--- src/rtl/pcfj_pkg.sv ---
// ----------------------------------------------------------------------------
// pcfj_pkg: shared types and constants for the particle color fade core
// Register map, LCG constants, controller states and the command/status
// bundles between controller and datapath.
// ----------------------------------------------------------------------------
package pcfj_pkg;

	// configuration port
	localparam int AddrW = 5;
	localparam int DataW = 32;

	localparam logic [2:0] RegStartLevel   = 3'd0;
	localparam logic [2:0] RegMidLevel     = 3'd1;
	localparam logic [2:0] RegEndLevel     = 3'd2;
	localparam logic [2:0] RegRiseEnd      = 3'd3;
	localparam logic [2:0] RegFallStart    = 3'd4;
	localparam logic [2:0] RegJitterAmount = 3'd5;

	localparam logic [7:0] FallStartReset = 8'hff;

	// seed generator
	localparam logic [31:0] LcgMul = 32'h5eedf715;
	localparam logic [31:0] LcgAdd = 32'h1b0cb173;

	// divider: 13-bit magnitude numerator, 8-bit divisor, one bit per step
	localparam int NumW     = 13;
	localparam int DivSteps = NumW;
	localparam int CntW     = $clog2(DivSteps);

	typedef struct packed {
		logic [4:0] start_level;
		logic [4:0] mid_level;
		logic [4:0] end_level;
		logic [7:0] rise_end;
		logic [7:0] fall_start;
		logic [7:0] jitter_amount;
	} cfg_t;

	typedef enum logic [2:0] {
		ST_IDLE,
		ST_SETUP,
		ST_DIV,
		ST_LEVEL,
		ST_SCALE
	} state_t;

	typedef struct packed {
		logic load;      // capture item, advance seed
		logic setup;     // pick segment, load divider, form dim factor
		logic div_step;  // one restoring divide step
		logic level;     // apply quotient to base level
		logic write_out; // scale level, fill output register
	} cmd_t;

	typedef struct packed {
		logic out_busy;  // output register holds an item not yet taken
	} sts_t;

endpackage

--- src/rtl/pcfj_regs.sv ---
// ----------------------------------------------------------------------------
// pcfj_regs: configuration registers
// APB-style slave holding the six envelope and jitter settings.
// ----------------------------------------------------------------------------
module pcfj_regs
	import pcfj_pkg::*;
(
	input  logic             clk,
	input  logic             arst_n,
	input  logic             psel,
	input  logic             penable,
	input  logic             pwrite,
	input  logic [AddrW-1:0] paddr,
	input  logic [DataW-1:0] pwdata,
	output logic [DataW-1:0] prdata,
	output logic             pready,
	output cfg_t             cfg
);

	cfg_t       cfg_q;
	logic       wr_en;
	logic [2:0] idx;

	assign pready = 1'b1;
	assign wr_en  = psel & penable & pwrite;
	assign idx    = paddr[AddrW-1:2];
	assign cfg    = cfg_q;

	always_ff @(posedge clk or negedge arst_n) begin
		if (!arst_n) begin
			cfg_q.start_level   <= '0;
			cfg_q.mid_level     <= '0;
			cfg_q.end_level     <= '0;
			cfg_q.rise_end      <= '0;
			cfg_q.fall_start    <= FallStartReset;
			cfg_q.jitter_amount <= '0;
		end else if (wr_en) begin
			case (idx)
				RegStartLevel:   cfg_q.start_level   <= pwdata[4:0];
				RegMidLevel:     cfg_q.mid_level     <= pwdata[4:0];
				RegEndLevel:     cfg_q.end_level     <= pwdata[4:0];
				RegRiseEnd:      cfg_q.rise_end      <= pwdata[7:0];
				RegFallStart:    cfg_q.fall_start    <= pwdata[7:0];
				RegJitterAmount: cfg_q.jitter_amount <= pwdata[7:0];
				default: ;
			endcase
		end
	end

	always_comb begin
		case (idx)
			RegStartLevel:   prdata = {27'd0, cfg_q.start_level};
			RegMidLevel:     prdata = {27'd0, cfg_q.mid_level};
			RegEndLevel:     prdata = {27'd0, cfg_q.end_level};
			RegRiseEnd:      prdata = {24'd0, cfg_q.rise_end};
			RegFallStart:    prdata = {24'd0, cfg_q.fall_start};
			RegJitterAmount: prdata = {24'd0, cfg_q.jitter_amount};
			default:         prdata = '0;
		endcase
	end

endmodule

--- src/rtl/pcfj_ctrl.sv ---
// ----------------------------------------------------------------------------
// pcfj_ctrl: item sequencer
// Walks one item through setup, the divide steps, level and scale.
// ----------------------------------------------------------------------------
module pcfj_ctrl
	import pcfj_pkg::*;
(
	input  logic clk,
	input  logic arst_n,
	input  logic in_valid,
	output logic in_stall,
	input  sts_t sts,
	output cmd_t cmd
);

	state_t          state_q, state_d;
	logic [CntW-1:0] cnt_q;
	logic            last_step;

	assign last_step = (cnt_q == CntW'(DivSteps - 1));

	always_ff @(posedge clk or negedge arst_n) begin
		if (!arst_n) begin
			state_q <= ST_IDLE;
			cnt_q   <= '0;
		end else begin
			state_q <= state_d;
			if (state_q == ST_DIV) begin
				cnt_q <= last_step ? '0 : cnt_q + 1'b1;
			end
		end
	end

	// next state
	always_comb begin
		state_d = state_q;
		case (state_q)
			ST_IDLE:  if (in_valid) state_d = ST_SETUP;
			ST_SETUP: state_d = ST_DIV;
			ST_DIV:   if (last_step) state_d = ST_LEVEL;
			ST_LEVEL: state_d = ST_SCALE;
			ST_SCALE: if (!sts.out_busy) state_d = ST_IDLE;
			default:  state_d = ST_IDLE;
		endcase
	end

	// outputs
	always_comb begin
		cmd      = '0;
		in_stall = 1'b1;
		case (state_q)
			ST_IDLE: begin
				in_stall = 1'b0;
				cmd.load = in_valid;
			end
			ST_SETUP: cmd.setup = 1'b1;
			ST_DIV:   cmd.div_step = 1'b1;
			ST_LEVEL: cmd.level = 1'b1;
			ST_SCALE: cmd.write_out = !sts.out_busy;
			default: ;
		endcase
	end

	a_idle_no_step: assert property (@(posedge clk) disable iff (!arst_n)
		state_q == ST_IDLE |-> !cmd.div_step && !cmd.write_out)
		else $error("datapath command issued while idle");

	a_no_overwrite: assert property (@(posedge clk) disable iff (!arst_n)
		cmd.write_out |-> !sts.out_busy)
		else $error("output register overwritten before taken");

	a_div_length: assert property (@(posedge clk) disable iff (!arst_n)
		state_q == ST_DIV && last_step |=> state_q == ST_LEVEL)
		else $error("divider did not finish after its step count");

	a_cnt_range: assert property (@(posedge clk) disable iff (!arst_n)
		state_q != ST_DIV |-> cnt_q == '0)
		else $error("step counter not cleared outside divide");

endmodule

--- src/rtl/pcfj_dp.sv ---
// ----------------------------------------------------------------------------
// pcfj_dp: fade datapath
// Seed LCG, segment select, restoring divider, dimming and output register.
// ----------------------------------------------------------------------------
module pcfj_dp
	import pcfj_pkg::*;
(
	input  logic        clk,
	input  logic        arst_n,
	input  cfg_t        cfg,
	input  cmd_t        cmd,
	output sts_t        sts,
	input  logic [7:0]  age,
	input  logic [15:0] old_word,
	output logic [15:0] new_word,
	output logic        out_valid,
	input  logic        out_stall
);

	logic [31:0]     seed_q;
	logic [31:0]     seed_next;
	logic [7:0]      age_q;
	logic [15:0]     word_q;
	logic [NumW-1:0] quo_q;
	logic [7:0]      rem_q;
	logic [7:0]      den_q;
	logic            neg_q;
	logic            zero_q;
	logic [4:0]      base_q;
	logic [7:0]      dim_q;
	logic [4:0]      lvl_q;
	logic [15:0]     new_word_q;
	logic            out_valid_q;

	// setup terms
	logic            in_rise, in_fall;
	logic [5:0]      diff;
	logic [4:0]      diff_mag;
	logic [7:0]      span, den_sel;
	logic [NumW-1:0] num_mag;
	logic [15:0]     jit_prod;
	// divide step
	logic [8:0]      trial, trial_sub;
	logic            fits;
	// level and scale
	logic [4:0]      q5;
	logic [12:0]     scaled;

	assign seed_next = seed_q * LcgMul + LcgAdd;

	always_comb begin
		in_rise  = age_q < cfg.rise_end;
		in_fall  = !in_rise && !(age_q < cfg.fall_start);
		// fall: (age-255)*(end-mid) == (255-age)*(mid-end)
		diff     = in_rise ? ({1'b0, cfg.mid_level} - {1'b0, cfg.start_level})
		                   : ({1'b0, cfg.mid_level} - {1'b0, cfg.end_level});
		diff_mag = diff[5] ? 5'(-diff) : diff[4:0];
		span     = in_rise ? age_q : (8'hff - age_q);
		den_sel  = in_rise ? cfg.rise_end : (8'hff - cfg.fall_start);
		num_mag  = NumW'(span) * NumW'(diff_mag);
		jit_prod = 16'(cfg.jitter_amount) * 16'(seed_q[31:24]);
	end

	always_comb begin
		trial     = {rem_q, quo_q[NumW-1]};
		trial_sub = trial - {1'b0, den_q};
		fits      = (trial >= {1'b0, den_q});
		q5        = zero_q ? 5'd0 : quo_q[4:0];
		scaled    = 13'(lvl_q) * 13'(dim_q);
	end

	always_ff @(posedge clk or negedge arst_n) begin
		if (!arst_n) begin
			seed_q <= '0;
		end else if (cmd.load) begin
			seed_q <= seed_next;
		end
	end

	always_ff @(posedge clk) begin
		if (cmd.load) begin
			age_q  <= age;
			word_q <= old_word;
		end
		if (cmd.setup) begin
			quo_q  <= num_mag;
			rem_q  <= '0;
			den_q  <= den_sel;
			neg_q  <= diff[5];
			// hold segment, or zero divisor, gives a zero quotient
			zero_q <= !in_rise && (!in_fall || den_sel == 8'd0);
			base_q <= in_rise ? cfg.start_level :
			          (in_fall ? cfg.end_level : cfg.mid_level);
			dim_q  <= ~jit_prod[15:8];
		end
		if (cmd.div_step) begin
			rem_q <= fits ? trial_sub[7:0] : trial[7:0];
			quo_q <= {quo_q[NumW-2:0], fits};
		end
		if (cmd.level) begin
			lvl_q <= neg_q ? (base_q - q5) : (base_q + q5);
		end
		if (cmd.write_out) begin
			new_word_q <= {word_q[15:10], scaled[12:8], word_q[4:0]};
		end
	end

	always_ff @(posedge clk or negedge arst_n) begin
		if (!arst_n) begin
			out_valid_q <= 1'b0;
		end else if (cmd.write_out) begin
			out_valid_q <= 1'b1;
		end else if (!out_stall) begin
			out_valid_q <= 1'b0;
		end
	end

	assign out_valid    = out_valid_q;
	assign new_word     = new_word_q;
	assign sts.out_busy = out_valid_q & out_stall;

	a_write_shows: assert property (@(posedge clk) disable iff (!arst_n)
		cmd.write_out |=> out_valid)
		else $error("output not valid after write");

	a_seed_step: assert property (@(posedge clk) disable iff (!arst_n)
		!cmd.load |=> $stable(seed_q))
		else $error("seed moved without an item");

	a_one_cmd: assert property (@(posedge clk) disable iff (!arst_n)
		$onehot0({cmd.load, cmd.setup, cmd.div_step, cmd.level, cmd.write_out}))
		else $error("overlapping datapath commands");

endmodule

--- src/rtl/particle_color_fade_jitter_core.sv ---
// The 13-step restoring divider sets the item rate: a new item is accepted
// only once the previous one has left the scale state.
// A finished result waits in the output register while the next item runs.
// Reset (arst_n low, async): controller idle, output empty, seed 0,
// configuration to defaults (fall_start 255, others 0).
// ----------------------------------------------------------------------------
// particle_color_fade_jitter_core: green fade envelope with random dimming
// Age picks a 5-bit level from a start/mid/end envelope (rise ramp, hold,
// fall ramp). A 32-bit LCG advances each item; its top byte times the jitter
// setting dims the level. The level lands in bits 5..9 of the color word.
// ----------------------------------------------------------------------------
module particle_color_fade_jitter_core
	import pcfj_pkg::*;
(
	input  logic             clk,
	input  logic             arst_n,
	// config port
	input  logic             psel,
	input  logic             penable,
	input  logic             pwrite,
	input  logic [AddrW-1:0] paddr,
	input  logic [DataW-1:0] pwdata,
	output logic [DataW-1:0] prdata,
	output logic             pready,
	// item in
	input  logic             in_valid,
	output logic             in_stall,
	input  logic [7:0]       age,
	input  logic [15:0]      old_word,
	// item out
	output logic             out_valid,
	input  logic             out_stall,
	output logic [15:0]      new_word
);

	cfg_t cfg;
	cmd_t cmd;
	sts_t sts;

	// the user must change registers only while no item is in flight; the block itself does not enforce it
	pcfj_regs u_regs (
		.clk     (clk),
		.arst_n  (arst_n),
		.psel    (psel),
		.penable (penable),
		.pwrite  (pwrite),
		.paddr   (paddr),
		.pwdata  (pwdata),
		.prdata  (prdata),
		.pready  (pready),
		.cfg     (cfg)
	);

	// sequencer: idle -> setup -> 13 divide steps -> level -> scale
	pcfj_ctrl u_ctrl (
		.clk      (clk),
		.arst_n   (arst_n),
		.in_valid (in_valid),
		.in_stall (in_stall),
		.sts      (sts),
		.cmd      (cmd)
	);

	// datapath: divider works on magnitudes, sign applied at level step
	pcfj_dp u_dp (
		.clk       (clk),
		.arst_n    (arst_n),
		.cfg       (cfg),
		.cmd       (cmd),
		.sts       (sts),
		.age       (age),
		.old_word  (old_word),
		.new_word  (new_word),
		.out_valid (out_valid),
		.out_stall (out_stall)
	);

endmodule

--- config.mk ---
export PLATFORM = sky130hd
export DESIGN_NAME = particle_color_fade_jitter_core
export DESIGN_NICKNAME = d
export VERILOG_FILES = /design/src/rtl/pcfj_pkg.sv /design/src/rtl/pcfj_regs.sv /design/src/rtl/pcfj_ctrl.sv /design/src/rtl/pcfj_dp.sv /design/src/rtl/particle_color_fade_jitter_core.sv
export SDC_FILE = /design/constraint.sdc
export NUM_CORES = 1
export LEC_CHECK = 0
export ABC_AREA = 1
export BUFFER_PORTS_ARGS = -buffer_cell sky130_fd_sc_hd__clkbuf_2
export CORE_UTILIZATION = 38
export DETAILED_ROUTE_END_ITERATION = 6
export SLEW_MARGIN = 20
export SYNTH_ARGS = -nofsm -noshare
export SYNTH_HDL_FRONTEND = slang
export SYNTH_SLANG_ARGS = --single-unit
export TNS_END_PERCENT = 1
--- constraint.sdc ---
create_clock -name clk -period 6.8 [get_ports clk]
set_clock_uncertainty 0.05 [all_clocks]
set_input_delay 0 -clock clk [delete_from_list [all_inputs] [get_ports clk]]
set_output_delay 0 -clock clk [all_outputs]
set_load 0.03 [all_outputs]
======== Word-level counts from Yosys, hierarchy flattened ========
Cells that the tools add are included.
cells by class
  order comparisons ....................... 3
  equal/unequal tests ..................... 14
  mux-type cells .......................... 27
  reduce and logical (&&, ||, !) cells .... 18
  bitwise gates (word level) .............. 4
  multipliers ............................. 4
  add/subtract/negate cells ............... 10
operator list
  cell                      number
  $pmux W8 S6               1
  $mux W8                   5
  $add A32 B29 Y32 const B  1
  $mul A32 B31 Y32 const B  1
  $mux W13                  2
  $mux W5                   5
  $lt A8 B8 Y1              2
  $mul A8 B8 Y16            1
  $sub A8 B8 Y8 const A     2
  $pmux W3 S5               1
  $mul A5 B8 Y13            1
  $mul A8 B5 Y13            1
  $eq A3 B2 Y1 const B      4
  $reduce_and A2 Y1         6
  $sub A5 B5 Y6             2
  $eq A3 B3 Y1 const B      3
  $ge A9 B8 Y1              1
  $mux W3                   3
  $logic_not A8 Y1          1
  $mux W1                   8
  $not A8 Y8                1
  $sub A8 B8 Y8             1
  $eq A3 B1 Y1 const B      2
  $logic_not A3 Y1          2
  other kinds (15)          23
word-level totals
  output and inout port bits .............. 51
  input bits .............................. 68
  logic and storage cells ................. 101
  register bits after elaboration ......... 168

======== Logic depth before layout (Yosys ltp) ========
  word-level depth ........................ 7
  depth in mapped cells ................... 36
  depth with buffers taken out ............ 34

======== Cells and area by module ========
Synthesis repeated with hierarchy kept, for this count alone.
unflattened totals
  cell total of the unflattened synthesis .. 2550
  area, all modules ....................... 22190.0 um^2
by module, submodules not included
  module     cells an instance  sequential area each (um^2)  instances  area each (um^2)
  pcfj_dp    2220               3348.2                       1          19642.6
  pcfj_regs  280                985.9                        1          2145.8
  pcfj_ctrl  50                 175.2                        1          401.6

======== Least setup slack after synthesis ========
Ideal clock, no wire load.
  kind .................................... reg-to-reg
  start ................................... register u_dp.age_q[3]
  end ..................................... register u_dp.quo_q[9] (data pin)
  data arrival time ....................... 6.081 ns
  slack ................................... 0.401 ns
  path buffers ............................ 2
  data required time ...................... 6.482 ns
  library setup time ...................... 0.268 ns
  stages on the path, launching flop included .. 31
  cell sequence ........................... edfxtp_1 > ha_1 > nand2_1 > o21ai_1 > nand4_1 > nand2_2 > buf_6 > buf_2 > nand2_1 > o21ai_0 > ha_1 > inv_1 > fa_1 > xnor2_1 > nand3_1 > nand2_1 > xor2_1 > nand2_1 > fa_1 > fa_1 > fa_1 > inv_1 > ha_1 > a21oi_1 > o21ai_0 > a21oi_1 > nor2_1 > o21ai_0 > nand2_1 > xor2_1 > o21ai_0
between the ends
  word-level cells in the longest chain between the ends .. 7
  elaborated cells between the ends (all ways) .. 9
  classes of those cells .................. add/sub (2); mul (1); order compare (1); mux (5)
RTL lines
  element                 RTL line       text
  start, declared         pcfj_dp.sv:22  logic [7:0] age_q;
  start signal, assigned  pcfj_dp.sv:82  age_q <= age;
  $lt A8 B8 Y1            pcfj_dp.sv:52  in_rise = age_q < cfg.rise_end;
  $mux W6                 pcfj_dp.sv:55  diff = in_rise ? ({1'b0, cfg.mid_level} - {1'b0, cfg.start_level})
  $neg A5 Y5              pcfj_dp.sv:57  diff_mag = diff[5] ? 5'(-diff) : diff[4:0];
  $mux W5                 pcfj_dp.sv:57
  $mul A8 B5 Y13 (*)      pcfj_dp.sv:60  num_mag = NumW'(span) * NumW'(diff_mag);
  $mux W13 (*)            pcfj_dp.sv:85  if (cmd.setup) begin
  $mux W13 (*)            pcfj_dp.sv:96  if (cmd.div_step) begin
  end signal, assigned    pcfj_dp.sv:86  quo_q <= num_mag;
  end signal, assigned    pcfj_dp.sv:98  quo_q <= {quo_q[NumW-2:0], fits};
  end, declared           pcfj_dp.sv:24  logic [NumW-1:0] quo_q;
Every way passes the cells marked *; elsewhere a longest branch is shown, timed or not. The select of a mux whose other input is x is not followed.
A chain may end at the register's enable or synchronous reset.

======== Worst setup path after layout ========
  start ................................... register u_dp.seed_q[8]
  end ..................................... register u_dp.seed_q[30]
between the ends
  word-level cells in the longest chain between the ends .. 2
RTL lines
  element                 RTL line       text
  start, declared         pcfj_dp.sv:20  logic [31:0] seed_q;
  start signal, assigned  pcfj_dp.sv:76  seed_q <= seed_next;
  $mul A32 B31 Y32        pcfj_dp.sv:49  assign seed_next = seed_q * LcgMul + LcgAdd;
  $add A32 B29 Y32        pcfj_dp.sv:49
Every way passes these cells.

==> out/results.ini <==
[sta]
finalHoldViolCount=0
setup_violations=0
min_period_over_period_pct=96.2
timing.hold.ws_ns=0.0416
tightest_slew_ns=0.942
clock.fmax_mhz=153
final_max_slew_viol_count=0
period_minus_slack_ns=6.54
rsz0062_at_grt=yes
slew_headroom_pct=36.9

[setup_path]
crit_path_start_kind=flip-flop
critPathKind=reg -> reg
required_ns=7.10
r2r_cells=21
crit_path_end=u_dp.seed_q[30]
critical_path_arrival_ns=6.84
rrSetupSlack_ns=0.26
path_max_fanout=7
r2r-end=u_dp.seed_q[30]
cp-end-kind=flip-flop
rr_startpoint=u_dp.seed_q[8]
startpoint=u_dp.seed_q[8]

[route]
detail_route.wl_per_cell_um=16.9
postRouteWirelength_um=58000
drt_first_pass_iters=6
first_iter_violations=1192
drc=0
antenna_left=0
vias=16500
viasPerCell=4.82

[placement]
post_dp_cell_area_um2=23400
routabilityCongestion=0.933
dp.cells=3357
dpl.hpwl_um=48800
port_buffers=62

[cells_and_area]
layout_commonest_cell=inv_1
final_cell_mix=inv_1, nand2_1, fa_1
syn_to_final_growth_pct=11.4
fill_cells=5577
layout.nets=3305
instances_no_fill=3426
stdcell_area_um2=24400
drive_gt1_share_pct=8.13

[global_route]
grt.met1_usage_pct=29.1
met3_usage_pct=4.17
antenna_found_initial=1
grt-busiest-layer=met2
grt_overflow=0
grtUsageMet2_pct=32.9
grtUsageTotal_pct=20.8
grt_first_pass_wirelength_um=94300
grt_pass1_vias=17300
grt_max_degree=60

[logic_synthesis]
synth_edf_count=84
avgSynthCellArea_um2=8.70
yosys_most_used_dff=edfxtp_1
yosysSeqAreaShare_pct=20.6
ys_ff_latch=163
synth.distinct_cells=51
synthCells=2516
yosys.area.top_type=fa_1
yosys_warnings=0
yosysTopAreaCellShare_pct=27.1
synth_area_um2=21900
synthArstFlopShare_pct=48.5
synthTopCellsByArea=fa_1, ha_1, edfxtp_1

[clocking]
cts_sinks=163
clk_pin_slew_worst_paths_ns=0.07
cts-htree-levels=4
ctsLongestPathBuffers=2
cts_buffers=17
root_buffer=clkbuf_16
clk_latency_ns=0.50
cts_tree=done

[outcome]
status=finished clean

[floorplanning]
initial_utilization_pct=38.7
core.rowCount=87
ios=119
coreArea_um2=56600
die_w_um=242
die_y_um=242
design.die.area_um2=58600

[job]
drv_cap=0

[worst_hold_path]
hp-class=in -> reg

[repair_timing]
| item | 4_1_cts | 5_1_grt |
|---|---|---|
| endpoints found under the setup margin | 0 | 12 |
| hold endpoints to repair | 83 | 0 |
| setup buffers | 0 | 3 |
| resized for setup | 0 | 31 |
| hold buffers | 32 | 0 |
[stage by stage]
stage | util [%] | setup slack (ns) | TNS [ns]
2_1_floorplan | - | 0.401 | 0
3_3_place_gp | 41.3 | 0.124 | 0
5_1_grt | 43.1 | -0.0158 | -0.0336
4_1_cts | 42.9 | 0.0912 | 0
3_5_place_dp | 41.3 | 0.121 | 0
6_report | 43.1 | 0.259 | 0
[critical path, stage by stage (launching register included)]
cell     delay (ns)
dfrtp_2        0.49
fa_1           0.58
inv_1          0.06
fa_1           0.50
inv_1          0.05
fa_1           0.50
inv_1          0.07
fa_1           0.49
fa_1           0.55
inv_1          0.07
fa_1           0.51
fa_1           0.53
fa_1           0.52
ha_1           0.33
buf_4          0.15
a21oi_1        0.17
o21ai_0        0.16
nand2_1        0.10
nand3_1        0.07
a21oi_1        0.17
xor2_1         0.18
o21ai_0        0.09
[synthesized netlist by cell type (all sizes together) (2+ instances only)]
master	instances
inv	638
nand2	502
fa	296
ha	286
o21ai	135
nor2	110
a21oi	86
edfxtp	84
dfrtp	71
nand3	49
xor2	45
buf	36
xnor2	28
clkbuf	27
nor3	16
nand4	13
o211ai	12
or2	9
dfstp	8
a21o	7
nand3b	7
o22ai	7
a211oi	6
a31oi	6
a22oi	4
and2	3
o2111ai	3
o21bai	3
o221ai	3
o31ai	3
a21boi	2
a221oi	2
a31o	2
conb	2
[state kept, by name, summed over array words and instances (netlist names)]
signal          count
u_dp.den_q          8
u_ctrl.cnt_q        4
u_regs.cfg         39
u_dp.quo_q         13
u_dp.dim_q          8
u_dp.rem_q          8
u_dp.base_q         5
u_ctrl.state_q      3
u_dp.word_q        11
u_dp.lvl_q          5
u_dp.zero_q         1
u_dp.new_word      16
u_dp.neg_q          1
u_dp.age_q          8
u_dp.out_valid      1
u_dp.seed_q        32
[layout make-up]
type / instances / area (um^2) / area share (%)
diodes: 2 / 5.00 / 0.0205
inverters: 639 / 2400 / 9.83
repair buffers: 160 / 1140 / 4.67
clock inverters: 13 / 148 / 0.605
well taps: 756 / 946 / 3.88
flip-flops and latches: 163 / 4520 / 18.5
clock buffers: 19 / 443 / 1.82
multi-input cells: 1674 / 14800 / 60.7
[layer usage]
layer,part of all wire (%),vias up
met2,45,431
met4,1.7,0
met5,0,-
li1,-,7962
met3,6.2,55
met1,47,8070
[worst min-delay path by stage]
stage / startpoint / to / slack (ns) / cells past startpoint
detailed placement: arst_n / u_ctrl.cnt_q[2] / -0.11 / 1
global route: penable / u_regs.cfg[37] / 0.06 / 4
finish: penable / u_regs.cfg[35] / 0.04 / 5
CTS: penable / u_regs.cfg[36] / 0.02 / 5
floorplan: arst_n / u_ctrl.cnt_q[0] / -0.35 / 0
global placement: arst_n / u_ctrl.cnt_q[2] / -0.11 / 1
[logic make-up (layout without fill, tap and decap cells)]
kind of cell | after synthesis | count (layout) | share of synthesized area [%]
buffers and inverters | 702 | 831 | 12.6
other | 2 | 27 | 0.0343
adder cells (fa/ha/maj) | 582 | 582 | 43.4
AO/OA/AOI/OAI | 282 | 282 | 7.25
AND/OR/NAND/NOR | 712 | 712 | 13.1
flip-flops | 163 | 163 | 20.6
XOR/XNOR | 73 | 73 | 2.95
Power is not shown: default switching activity piles up to over one toggle a cycle in this logic, so the estimate is an artifact.
